File: config.mk
export PLATFORM = sky130hd
export DESIGN_NAME = ppg_dp
export DESIGN_NICKNAME = d
export VERILOG_FILES = /design/src/hw/rtl/ppg_pkg.sv /design/src/hw/rtl/ppg_dp.sv
export SDC_FILE = /design/constraint.sdc
export NUM_CORES = 1
export LEC_CHECK = 0
export BUFFER_PORTS_ARGS = -buffer_cell sky130_fd_sc_hd__buf_2
export CORE_UTILIZATION = 65
export CTS_BUF_LIST = sky130_fd_sc_hd__clkbuf_8
export CTS_CLUSTER_DIAMETER = 120
export DETAILED_ROUTE_END_ITERATION = 7
export PLACE_DENSITY = 0.85
export SYNTH_ARGS = -nofsm -noshare
export SYNTH_HDL_FRONTEND = slang
export SYNTH_SLANG_ARGS = --single-unit
File: constraint.sdc
create_clock -name clk -period 14.5 [get_ports clk]
set_input_delay 2.175 -clock clk [delete_from_list [all_inputs] [get_ports clk]]
set_output_delay 2.175 -clock clk [all_outputs]
set_load 0.01 [all_outputs]
File: src/hw/rtl/ppg_pkg.sv
// ppg_pkg: shared types and constants of the pulse-sensor register model
// operation codes, register map, waveform constants, control/status structs
// no dependencies
package ppg_pkg;

	typedef enum logic [1:0] {
		OP_TICK  = 2'd0,
		OP_START = 2'd1,
		OP_WRITE = 2'd2,
		OP_READ  = 2'd3
	} op_t;

	localparam int OP_W = 2;
	localparam int BYTE_W = 8;

	// register map
	localparam logic [7:0] REG_STATUS   = 8'h00;
	localparam logic [7:0] REG_WR_PTR   = 8'h04;
	localparam logic [7:0] REG_RD_PTR   = 8'h06;
	localparam logic [7:0] REG_DATA     = 8'h07;
	localparam logic [7:0] REG_FIFO_CFG = 8'h08;
	localparam logic [7:0] REG_REV_ID   = 8'hFE;
	localparam logic [7:0] REG_PART_ID  = 8'hFF;

	localparam logic [7:0] PART_ID     = 8'h15;
	localparam logic [7:0] REV_ID      = 8'h03;
	localparam logic [7:0] STATUS_RDY  = 8'h40;

	// synthetic waveform
	localparam logic [15:0] PHASE_STEP = 16'd3146;
	localparam logic [15:0] IR_OFFSET  = 16'd3129;
	localparam logic [15:0] RED_BASE   = 16'd50000;
	localparam logic [15:0] IR_BASE    = 16'd45000;
	localparam logic [13:0] RED_AMP    = 14'd8000;
	localparam logic [13:0] IR_AMP     = 14'd9000;
	localparam logic [15:0] HALF_TURN  = 16'h8000;

	// sine quotient: q = 8ab * 2^31 / (5 * 2^30 - 4ab), q < 2^31
	localparam int AB_W   = 29;
	localparam int DEN_W  = 33;
	localparam int QUO_W  = 31;
	localparam int AMP_W  = 14;
	localparam int PROD_W = AMP_W + QUO_W;
	localparam int FRAC_W = 30;
	localparam logic [DEN_W-1:0] DEN_BASE = 33'h1_4000_0000;
	localparam int DIV_STEPS = QUO_W;
	localparam int CNT_W = 5;

	typedef struct packed {
		logic capture;
		logic load_ab;
		logic div_init;
		logic div_step;
		logic scale;
		logic commit;
	} ppg_cmd_t;

	typedef struct packed {
		logic stream_sel;
		logic out_free;
	} ppg_status_t;

endpackage

File: src/hw/rtl/ppg_dp.sv
// ppg_dp: register file, tick timer, sine divider and response register
// depends on ppg_pkg; driven by ppg_ctrl commands
module ppg_dp import ppg_pkg::*; #(
	parameter int FIFO_DEPTH  = 32,
	parameter int MAX_AVERAGE = 32
) (
	input  logic              clk,
	input  logic              arst_n,
	input  logic [OP_W-1:0]   item_op,
	input  logic [BYTE_W-1:0] item_data,
	input  ppg_cmd_t          cmd,
	output ppg_status_t       status,
	input  logic              rsp_ready,
	output logic              rsp_valid,
	output logic [BYTE_W-1:0] rsp_read_data,
	output logic              rsp_int_n
);

	localparam int IW = $clog2(FIFO_DEPTH);
	localparam int TW = $clog2(MAX_AVERAGE + 1);

	// architectural state
	logic [7:0]    ptr_q, ptr_d;
	logic          loaded_q, loaded_d;
	logic [IW-1:0] widx_q, widx_d;
	logic [IW-1:0] ridx_q, ridx_d;
	logic [15:0]   phase_q, phase_d;
	logic          irq_q, irq_d;
	logic [7:0]    fifo_q, fifo_d;
	logic [2:0]    bpos_q, bpos_d;
	logic [TW-1:0] tick_q, tick_d;

	// item and arithmetic registers
	op_t              op_q;
	logic [7:0]       data_q;
	logic [AB_W-1:0]  ab_q;
	logic             neg_q;
	logic [DEN_W-1:0] rem_q;
	logic [DEN_W-1:0] den_q;
	logic [QUO_W-1:0] quo_q;
	logic [AMP_W-1:0] m_q;

	logic          out_valid_q;
	logic [7:0]    rd_q, rd_d;
	logic          int_n_q;

	// waveform operand selection
	logic             red;
	logic [15:0]      q_sel, a_val, b_val;
	logic [31:0]      ab_full;
	logic [AMP_W-1:0] amp;
	logic [PROD_W-1:0] prod;
	logic [DEN_W:0]   r2, diff;
	logic [15:0]      wave;

	// timer
	logic [7:0]    pow2, period;
	logic [TW-1:0] tick_inc;
	logic          sample;

	assign red     = (bpos_q < 3'd3);
	assign q_sel   = red ? phase_q : phase_q + IR_OFFSET;
	assign a_val   = q_sel[15] ? (~q_sel + 16'd1) : q_sel;
	assign b_val   = HALF_TURN - a_val;
	assign ab_full = 32'(a_val) * 32'(b_val);
	assign amp     = red ? RED_AMP : IR_AMP;
	assign prod    = PROD_W'(amp) * PROD_W'(quo_q);
	assign r2      = {rem_q, 1'b0};
	assign diff    = r2 - {1'b0, den_q};
	assign wave    = neg_q ? (red ? RED_BASE : IR_BASE) - 16'(m_q)
	                       : (red ? RED_BASE : IR_BASE) + 16'(m_q);

	assign pow2     = 8'd1 << fifo_q[7:5];
	assign period   = (pow2 > 8'(MAX_AVERAGE)) ? 8'(MAX_AVERAGE) : pow2;
	assign tick_inc = tick_q + 1'b1;

	assign status.stream_sel = (op_t'(item_op) == OP_READ) && (ptr_q == REG_DATA);
	assign status.out_free   = !out_valid_q || rsp_ready;

	always_comb begin
		ptr_d    = ptr_q;
		loaded_d = loaded_q;
		widx_d   = widx_q;
		ridx_d   = ridx_q;
		phase_d  = phase_q;
		irq_d    = irq_q;
		fifo_d   = fifo_q;
		bpos_d   = bpos_q;
		tick_d   = tick_q;
		rd_d     = '0;
		sample   = 1'b0;
		unique case (op_q)
			OP_TICK: begin
				if (8'(tick_inc) >= period) begin
					tick_d = '0;
					sample = 1'b1;
				end else begin
					tick_d = tick_inc;
				end
			end
			OP_START: begin
				loaded_d = 1'b0;
			end
			OP_WRITE: begin
				if (!loaded_q) begin
					ptr_d    = data_q;
					loaded_d = 1'b1;
				end else begin
					if (ptr_q == REG_FIFO_CFG) begin
						fifo_d = data_q;
						tick_d = '0;
					end
					ptr_d = ptr_q + 8'd1;
				end
			end
			OP_READ: begin
				unique case (ptr_q)
					REG_PART_ID:  rd_d = PART_ID;
					REG_REV_ID:   rd_d = REV_ID;
					REG_WR_PTR:   rd_d = 8'(widx_q);
					REG_RD_PTR:   rd_d = 8'(ridx_q);
					REG_FIFO_CFG: rd_d = fifo_q;
					REG_STATUS: begin
						rd_d  = irq_q ? STATUS_RDY : 8'h00;
						irq_d = 1'b0;
					end
					REG_DATA: begin
						unique case (bpos_q)
							3'd1, 3'd4: rd_d = wave[15:8];
							3'd2, 3'd5: rd_d = wave[7:0];
							default:    rd_d = 8'h00;
						endcase
						if (bpos_q >= 3'd5) begin
							bpos_d = '0;
							ridx_d = (ridx_q == IW'(FIFO_DEPTH - 1)) ? '0 : ridx_q + 1'b1;
						end else begin
							bpos_d = bpos_q + 3'd1;
						end
					end
					default: rd_d = 8'h00;
				endcase
			end
			default: rd_d = 8'h00;
		endcase
		if (sample) begin
			widx_d  = (widx_q == IW'(FIFO_DEPTH - 1)) ? '0 : widx_q + 1'b1;
			phase_d = phase_q + PHASE_STEP;
			irq_d   = 1'b1;
		end
	end

	always_ff @(posedge clk or negedge arst_n) begin
		if (!arst_n) begin
			ptr_q       <= '0;
			loaded_q    <= 1'b0;
			widx_q      <= '0;
			ridx_q      <= '0;
			phase_q     <= '0;
			irq_q       <= 1'b0;
			fifo_q      <= '0;
			bpos_q      <= '0;
			tick_q      <= '0;
			out_valid_q <= 1'b0;
			int_n_q     <= 1'b1;
		end else begin
			if (cmd.commit) begin
				ptr_q       <= ptr_d;
				loaded_q    <= loaded_d;
				widx_q      <= widx_d;
				ridx_q      <= ridx_d;
				phase_q     <= phase_d;
				irq_q       <= irq_d;
				fifo_q      <= fifo_d;
				bpos_q      <= bpos_d;
				tick_q      <= tick_d;
				out_valid_q <= 1'b1;
				int_n_q     <= !irq_d;
			end else if (rsp_ready) begin
				out_valid_q <= 1'b0;
			end
		end
	end

	always_ff @(posedge clk) begin
		if (cmd.capture) begin
			op_q   <= op_t'(item_op);
			data_q <= item_data;
		end
		if (cmd.load_ab) begin
			ab_q  <= ab_full[AB_W-1:0];
			neg_q <= q_sel[15];
		end
		if (cmd.div_init) begin
			rem_q <= {1'b0, ab_q, 3'b000};
			den_q <= DEN_BASE - {2'b00, ab_q, 2'b00};
			quo_q <= '0;
		end else if (cmd.div_step) begin
			if (!diff[DEN_W]) begin
				rem_q <= diff[DEN_W-1:0];
				quo_q <= {quo_q[QUO_W-2:0], 1'b1};
			end else begin
				rem_q <= r2[DEN_W-1:0];
				quo_q <= {quo_q[QUO_W-2:0], 1'b0};
			end
		end
		if (cmd.scale) begin
			m_q <= prod[FRAC_W+AMP_W-1:FRAC_W];
		end
		if (cmd.commit) begin
			rd_q <= rd_d;
		end
	end

	assign rsp_valid     = out_valid_q;
	assign rsp_read_data = rd_q;
	assign rsp_int_n     = int_n_q;

endmodule

==> results.txt, run 1 <==
Minimum clock period - 10.53 ns
Setup TNS - 0 ns
DR vias/cell - 5.93
Clock-pin slew on the worst setup and hold paths - 0.07 ns
First-pass GRT wire length - 108000 um
Post-synthesis mux area share - 1.84%
Row Count - 75
Routed WL - 64700 um
Die width - 210 um
DRC errors left - 0
WP data required - 14.84 ns
Crit end category - register
Setup violations, final - 0
Fin. max-slew vios - 0
Die span in y - 210 um
Max stage delay on crit path - 0.55 ns
Worst skew pair latency - 0.63 ns
Synth cell types - 91
Vias in the first global route - 22.0k
I/O pins - 31
Post-Layout Cell Count - 3553
Post-Syn Area - 28100 um2
Most frequent cells in the layout - inv_1 (486), fa_1 (361), ha_1 (322)
Area Growth Syn to Fin - 5.47%
Post-Synth XOR/XNOR Area - 5.02%
Nets - 3648
Resize count post-CTS - 0
Setup crit start kind - register
Fin. Hold Viols - 0
Number of port buffers - 30
Vias - 21.1k
Setup CP Type - register to register
Outcome - complete, no violations
WL per Instance - 18.2 um
Reg-to-Reg Start - bpos_q[1]$_DFFE_PN0P_
Post-synthesis async set-or-reset flop share - 25.8%
Sequential area share after synthesis - 20.2%
ANT nets after route - 0
HP Start - rsp_int_n$_DFFE_PN1P_
Grt ovf - 0
Clk root buf - clkbuf_8
Num CTS Buffers - 39
Unrepaired setup endpoints after global routing - false
Simple-gate share of the synthesized area - 14.7%
Synth area leaders - fa_1 (26%), ha_1 (14%), edfxtp_1 (13%), inv_1 (6.4%), dfrtp_1 (4.7%)
Hold buffers post-CTS - 0
Tot GR Track Use - 30.7%
Mapped Cells - 2937
Tcrit/Tclk final - 72.6%
Initial antenna violation count - 2
F_max - 0.0950 GHz
Top delay family on crit path - adder cells
Buffers & Inverters on Critical Path - 5
Top_reg_cell synth - edfxtp_1
Worst EP arrival - 10.87 ns
Synth Area in Compound Gates - 10.1%
R2R Setup Slk - 3.97 ns
Placer Congestion - 0.914
CTS sink cnt - 209
Post-synth top area cell - fa_1
Post-synth EDFFs - 122
Commonest non-fill, non-tap cell in the layout - inv_1
Synthesized flop and latch total - 209
Cell total after placement - 3482
ANT cells - 0
Min-Delay Path Class - register to register
Crit-path max FO - 72
Slew HR - 29.6%
Die ar. - 44000 um2
Initial DRT Pass Iterations - 6
Met2 Resource Use GR - 51.1%
Starting Density - 66.4%
Met1 usage - 40.4%
H-tree levels - 2
Most frequent CP cell - fa_1
Largest net degree at the start of global routing - 73
Crit path max-delay cell type - fa_1
Core box area - 42300 um2
Max Cap Viol - 0
Yosys warning count - 0
DRT iter0 DRCs - 1760
Layout cells sized above 1 - 6.18%
Worst-Margin Slew - 1.06 ns
Largest family of logic cells by synthesized area - adder cells
Synth top area share - 25.7%
Critical Path Start - bpos_q[1]$_DFFE_PN0P_
CTS tree - done
Grt peak-use layer - met2
Met3 usage - 5.91%
DP Wirelength - 51400 um
Syn avg cell area - 9.56 um2
Clock Skews - 0.0429 ns
CTS Buffer Depth - 3
Adder-Cell Fraction of Synth Area - 40.1%
Post-CTS setup buffers - 0
## worst paths after layout
kind / end / cells after the start
min reg2reg: rsp_int_n$_DFFE_PN1P_ / 2
min in group asynchronous: fifo_q[5]$_DFFE_PN0P_ / 2
min: rsp_int_n$_DFFE_PN1P_ / 2
max reg2reg: ab_q[28]$_DFFE_PP_ / 31
max: ab_q[28]$_DFFE_PP_ / 31
max in group asynchronous: phase_q[14]$_DFFE_PN0P_ / 2
## tightest hold or removal path, cell delays in order (launching register included)
cell,delay (ns)
dfstp_2,0.37
inv_1,0.04
o21ai_0,0.06
## logic make-up (layout without fill, tap and decap cells)
logic type               count (synthesis)  count (layout)
XOR/XNOR                               156             156
adder cells (fa/ha/maj)                683             683
buffers and inverters                  592             596
other                                    2              37
AO/OA/AOI/OAI                          414             414
flip-flops                             209             209
multiplexers                            50              50
AND/OR/NAND/NOR                        831             831
## cells in the mapped netlist (10+ instances only)
| library cell | number |
|---|---|
| a211oi_1 | 18 |
| a21o_1 | 35 |
| a21oi_1 | 111 |
| a31oi_1 | 13 |
| and2_1 | 20 |
| and3_1 | 16 |
| buf_2 | 12 |
| clkbuf_1 | 91 |
| dfrtp_1 | 53 |
| dfxtp_1 | 33 |
| edfxtp_1 | 122 |
| fa_1 | 361 |
| ha_1 | 322 |
| inv_1 | 477 |
| mux2_2 | 13 |
| mux2i_1 | 36 |
| nand2_1 | 226 |
| nand2b_1 | 132 |
| nand3_1 | 73 |
| nand4_1 | 14 |
| nor2_1 | 191 |
| nor2b_1 | 18 |
| nor3_1 | 43 |
| nor4_1 | 12 |
| o21a_1 | 15 |
| o21ai_0 | 73 |
| o21bai_1 | 14 |
| o22ai_1 | 10 |
| o311ai_0 | 23 |
| o31ai_1 | 15 |
| or2_2 | 29 |
| or3_1 | 14 |
| xnor2_1 | 104 |
| xor2_1 | 46 |
## per-layer routing
metal  vias to the layer above  share of wire, %
met5                         -             0.020
met4                         2               3.2
met3                       173               7.7
met2                       840                48
met1                     10400                41
li1                       9675                 -
## metrics by stage
stage | hold WS (ns) | instance area [um2] | util, % | worst slack, ns
detailed placement | 0.472 | 28800 | 68.0 | 4.21
global route | 0.496 | 29600 | 70.0 | 3.29
floorplan | 0.461 | 28200 | - | 5.00
finish | 0.471 | 29600 | 70.0 | 3.97
global placement | 0.465 | 28800 | 68.0 | 4.49
CTS | 0.480 | 29600 | 70.0 | 4.15
## area by class of cell
cell class                      count  area (um2)
Clock inverter                     25         223
Timing Repair Buffer               45         265
Tap cell                          577         722
Clock buffer                       46         633
Fill cell                        3011       12700
Inverter                          480        1800
Multi-Input combinational cell   2171       20300
Sequential cell                   209        5680
## flip-flops by register name (all words and copies together) (netlist names), 8 cells and up
| signal | count |
|---|---|
| den_q | 31 |
| quo_q | 31 |
| rem_q | 31 |
| ab_q | 29 |
| phase_q | 15 |
| m_q | 14 |
| data_q | 8 |
| fifo_q | 8 |
| ptr_q | 8 |
| rsp_read_data | 8 |
Power of run 1 is not shown: default switching activity piles up to over one toggle a cycle in this logic, so the estimate is an artifact.
==> run 2: changes to the inputs <==
==> constraint.sdc (replaced) <==
create_clock -name clk -period 10.49 [get_ports clk]
set_input_delay 1.5735 -clock clk [delete_from_list [all_inputs] [get_ports clk]]
set_output_delay 1.5735 -clock clk [all_outputs]
set_load 0.01 [all_outputs]
==> run 2 against run 1 <==
Register-to-register slack worse by 3.5 ns. Maximum frequency grew 4.8%. Critical path depth increased by 2. Setup slack got worse by 3.5 ns. Via count rose by 0.21%. Critical endpoint unchanged. Hold slack better by 0.00057 ns. Global-route usage grew 0.15 points.
==> results.txt, run 2 (synthesis gave the netlist of run 1 again) <==
Layout cells sized above 1 - 6.53% (was 6.18%)
Number of port buffers - 30 (unchanged)
Min-Delay Path Class - register to register (unchanged)
Core box area - 42300 um2 (unchanged)
Die ar. - 44000 um2 (unchanged)
Crit path capture - ab_q[28]$_DFFE_PP_ (unchanged)
Critical Path Start - phase_q[3]$_DFFE_PN0P_ (was bpos_q[1]$_DFFE_PN0P_)
I/O pins - 31 (unchanged)
Top delay family on crit path - adder cells (unchanged)
Clk root buf - clkbuf_8 (unchanged)
ANT nets after route - 0 (unchanged)
DRT iter0 DRCs - 1944 (was 1760)
WL per Instance - 18.1 um (was 18.2 um)
Minimum clock period - 10.05 ns (was 10.53 ns)
Die width - 210 um (unchanged)
Nets - 3657 (was 3648)
Initial DRT Pass Iterations - 6 (unchanged)
R2R Setup Slk - 0.44 ns (was 3.97 ns)
Setup TNS - 0 ns (unchanged)
DR vias/cell - 5.93 (about the same)
Worst EP arrival - 10.39 ns (was 10.87 ns)
Reg-to-Reg Start - phase_q[3]$_DFFE_PN0P_ (was bpos_q[1]$_DFFE_PN0P_)
Fin. Hold Viols - 0 (unchanged)
Worst skew pair latency - 0.63 ns (about the same)
Tcrit/Tclk final - 95.8% (was 72.6%)
Slew HR - 17.7% (was 29.6%)
Max stage delay on crit path - 0.55 ns (about the same)
Largest registers - den_q (31), quo_q (31), rem_q (31) (unchanged)
Starting Density - 66.4% (unchanged)
Outcome - complete, no violations (unchanged)
Vias - 21.1k (about the same)
Commonest non-fill, non-tap cell in the layout - inv_1 (unchanged)
Tot GR Track Use - 30.8% (was 30.7%)
Final instance area - 29700 um2 (was 29600 um2)
Clock Skews - 0.0323 ns (was 0.0429 ns)
H-tree levels - 2 (unchanged)
Most frequent cells in the layout - inv_1 (486), fa_1 (361), ha_1 (322) (unchanged)
CTS tree - done (unchanged)
WP data required - 10.83 ns (was 14.84 ns)
Area Growth Syn to Fin - 5.72% (was 5.47%)
Vias in the first global route - 22.7k (was 22.0k)
Fin util - 70.2% (was 70.0%)
Crit path max-delay cell type - fa_1 (unchanged)
Hold buffers post-CTS - 0 (unchanged)
CTS sink cnt - 209 (unchanged)
Max Cap Viol - 0 (unchanged)
Number of stages on the worst setup path - 33 (was 31)
Num CTS Buffers - 39 (unchanged)
Setup violations, final - 0 (unchanged)
Grt ovf - 0 (unchanged)
Die span in y - 210 um (unchanged)
DP Area - 28800 um2 (about the same)
R2R depth - 33 (was 31)
Row Count - 75 (unchanged)
Largest net degree at the start of global routing - 62 (was 73)
RR Endpoint - ab_q[28]$_DFFE_PP_ (unchanged)
Unrepaired setup endpoints after global routing - false (unchanged)
DP Wirelength - 51200 um (was 51400 um)
Placer Congestion - 0.925 (was 0.914)
Routed WL - 64400 um (was 64700 um)
CTS Buffer Depth - 3 (unchanged)
DRC errors left - 0 (unchanged)
First-pass GRT wire length - 109000 um (was 108000 um)
Crit end category - register (unchanged)
Worst-Margin Slew - 1.23 ns (was 1.06 ns)
Setup crit start kind - register (unchanged)
Clock-pin slew on the worst setup and hold paths - 0.06 ns (was 0.07 ns)
F_max - 0.0995 GHz (was 0.0950 GHz)
Fin. max-slew vios - 0 (unchanged)
Setup CP Type - register to register (unchanged)
Buffers & Inverters on Critical Path - 7 (was 5)
Initial antenna violation count - 1 (was 2)
Crit-path max FO - 15 (was 72)
## run 2: timing repair
action / CTS / global route
setup buffers: 0 / 2
endpoints found under the setup margin: 0 / 7
resized for setup: 0 / 4
## run 2: how the worst min path moves through the flow
stage | from | to | slack [ns] | depth (start not counted)
5_1_grt | rsp_int_n$_DFFE_PN1P_ | rsp_int_n$_DFFE_PN1P_ | 0.48 | 2
4_1_cts | rsp_int_n$_DFFE_PN1P_ | rsp_int_n$_DFFE_PN1P_ | 0.47 | 2
3_5_place_dp | rsp_int_n$_DFFE_PN1P_ | rsp_int_n$_DFFE_PN1P_ | 0.46 | 2
3_3_place_gp | rsp_int_n$_DFFE_PN1P_ | rsp_int_n$_DFFE_PN1P_ | 0.46 | 2
2_1_floorplan | widx_q[3]$_DFFE_PN0P_ | widx_q[3]$_DFFE_PN0P_ | 0.46 | 1
6_report | rsp_int_n$_DFFE_PN1P_ | rsp_int_n$_DFFE_PN1P_ | 0.47 | 2
## run 2: through the flow
stage | hold WS, ns | setup WS (ns) | cells
floorplan | 0.461 | 0.989 | 2972
global placement | 0.463 | 0.666 | 3489
detailed placement | 0.465 | 0.322 | 3489
CTS | 0.474 | 0.197 | 3561
global route | 0.476 | 0.0322 | 3563
finish | 0.472 | 0.441 | 3564
## run 2: per-layer routing
metal | vias up | wire length [um] | GRT usage (%)
met5 | - | 0 | 0
li1 | 9717 | - | -
met4 | 0 | 2310 | 12.4
met2 | 849 | 30700 | 51.8
met1 | 10400 | 26900 | 40.3
met3 | 190 | 4550 | 4.47
## run 2: layout make-up
class,count,area (um2)
Timing Repair Buffer,54,333
Fill cell,2977,12600
Clock buffer,43,592
Sequential cell,209,5680
Antenna cell,1,2.50
Inverter,480,1800
Tap cell,577,722
Multi-Input combinational cell,2171,20300
Clock inverter,29,253
## run 2: worst reg2reg max path, delay by kind of cell, from the launching register on
family	cells	cell delay, ns
AO/OA/AOI/OAI	9	2.23
adder cells (fa/ha/maj)	9	4.16
buffers and inverters	7	0.84
flip-flops	1	0.51
AND/OR/NAND/NOR	6	1.76
XOR/XNOR	2	0.27
Power of run 2 is left out for the same reason.
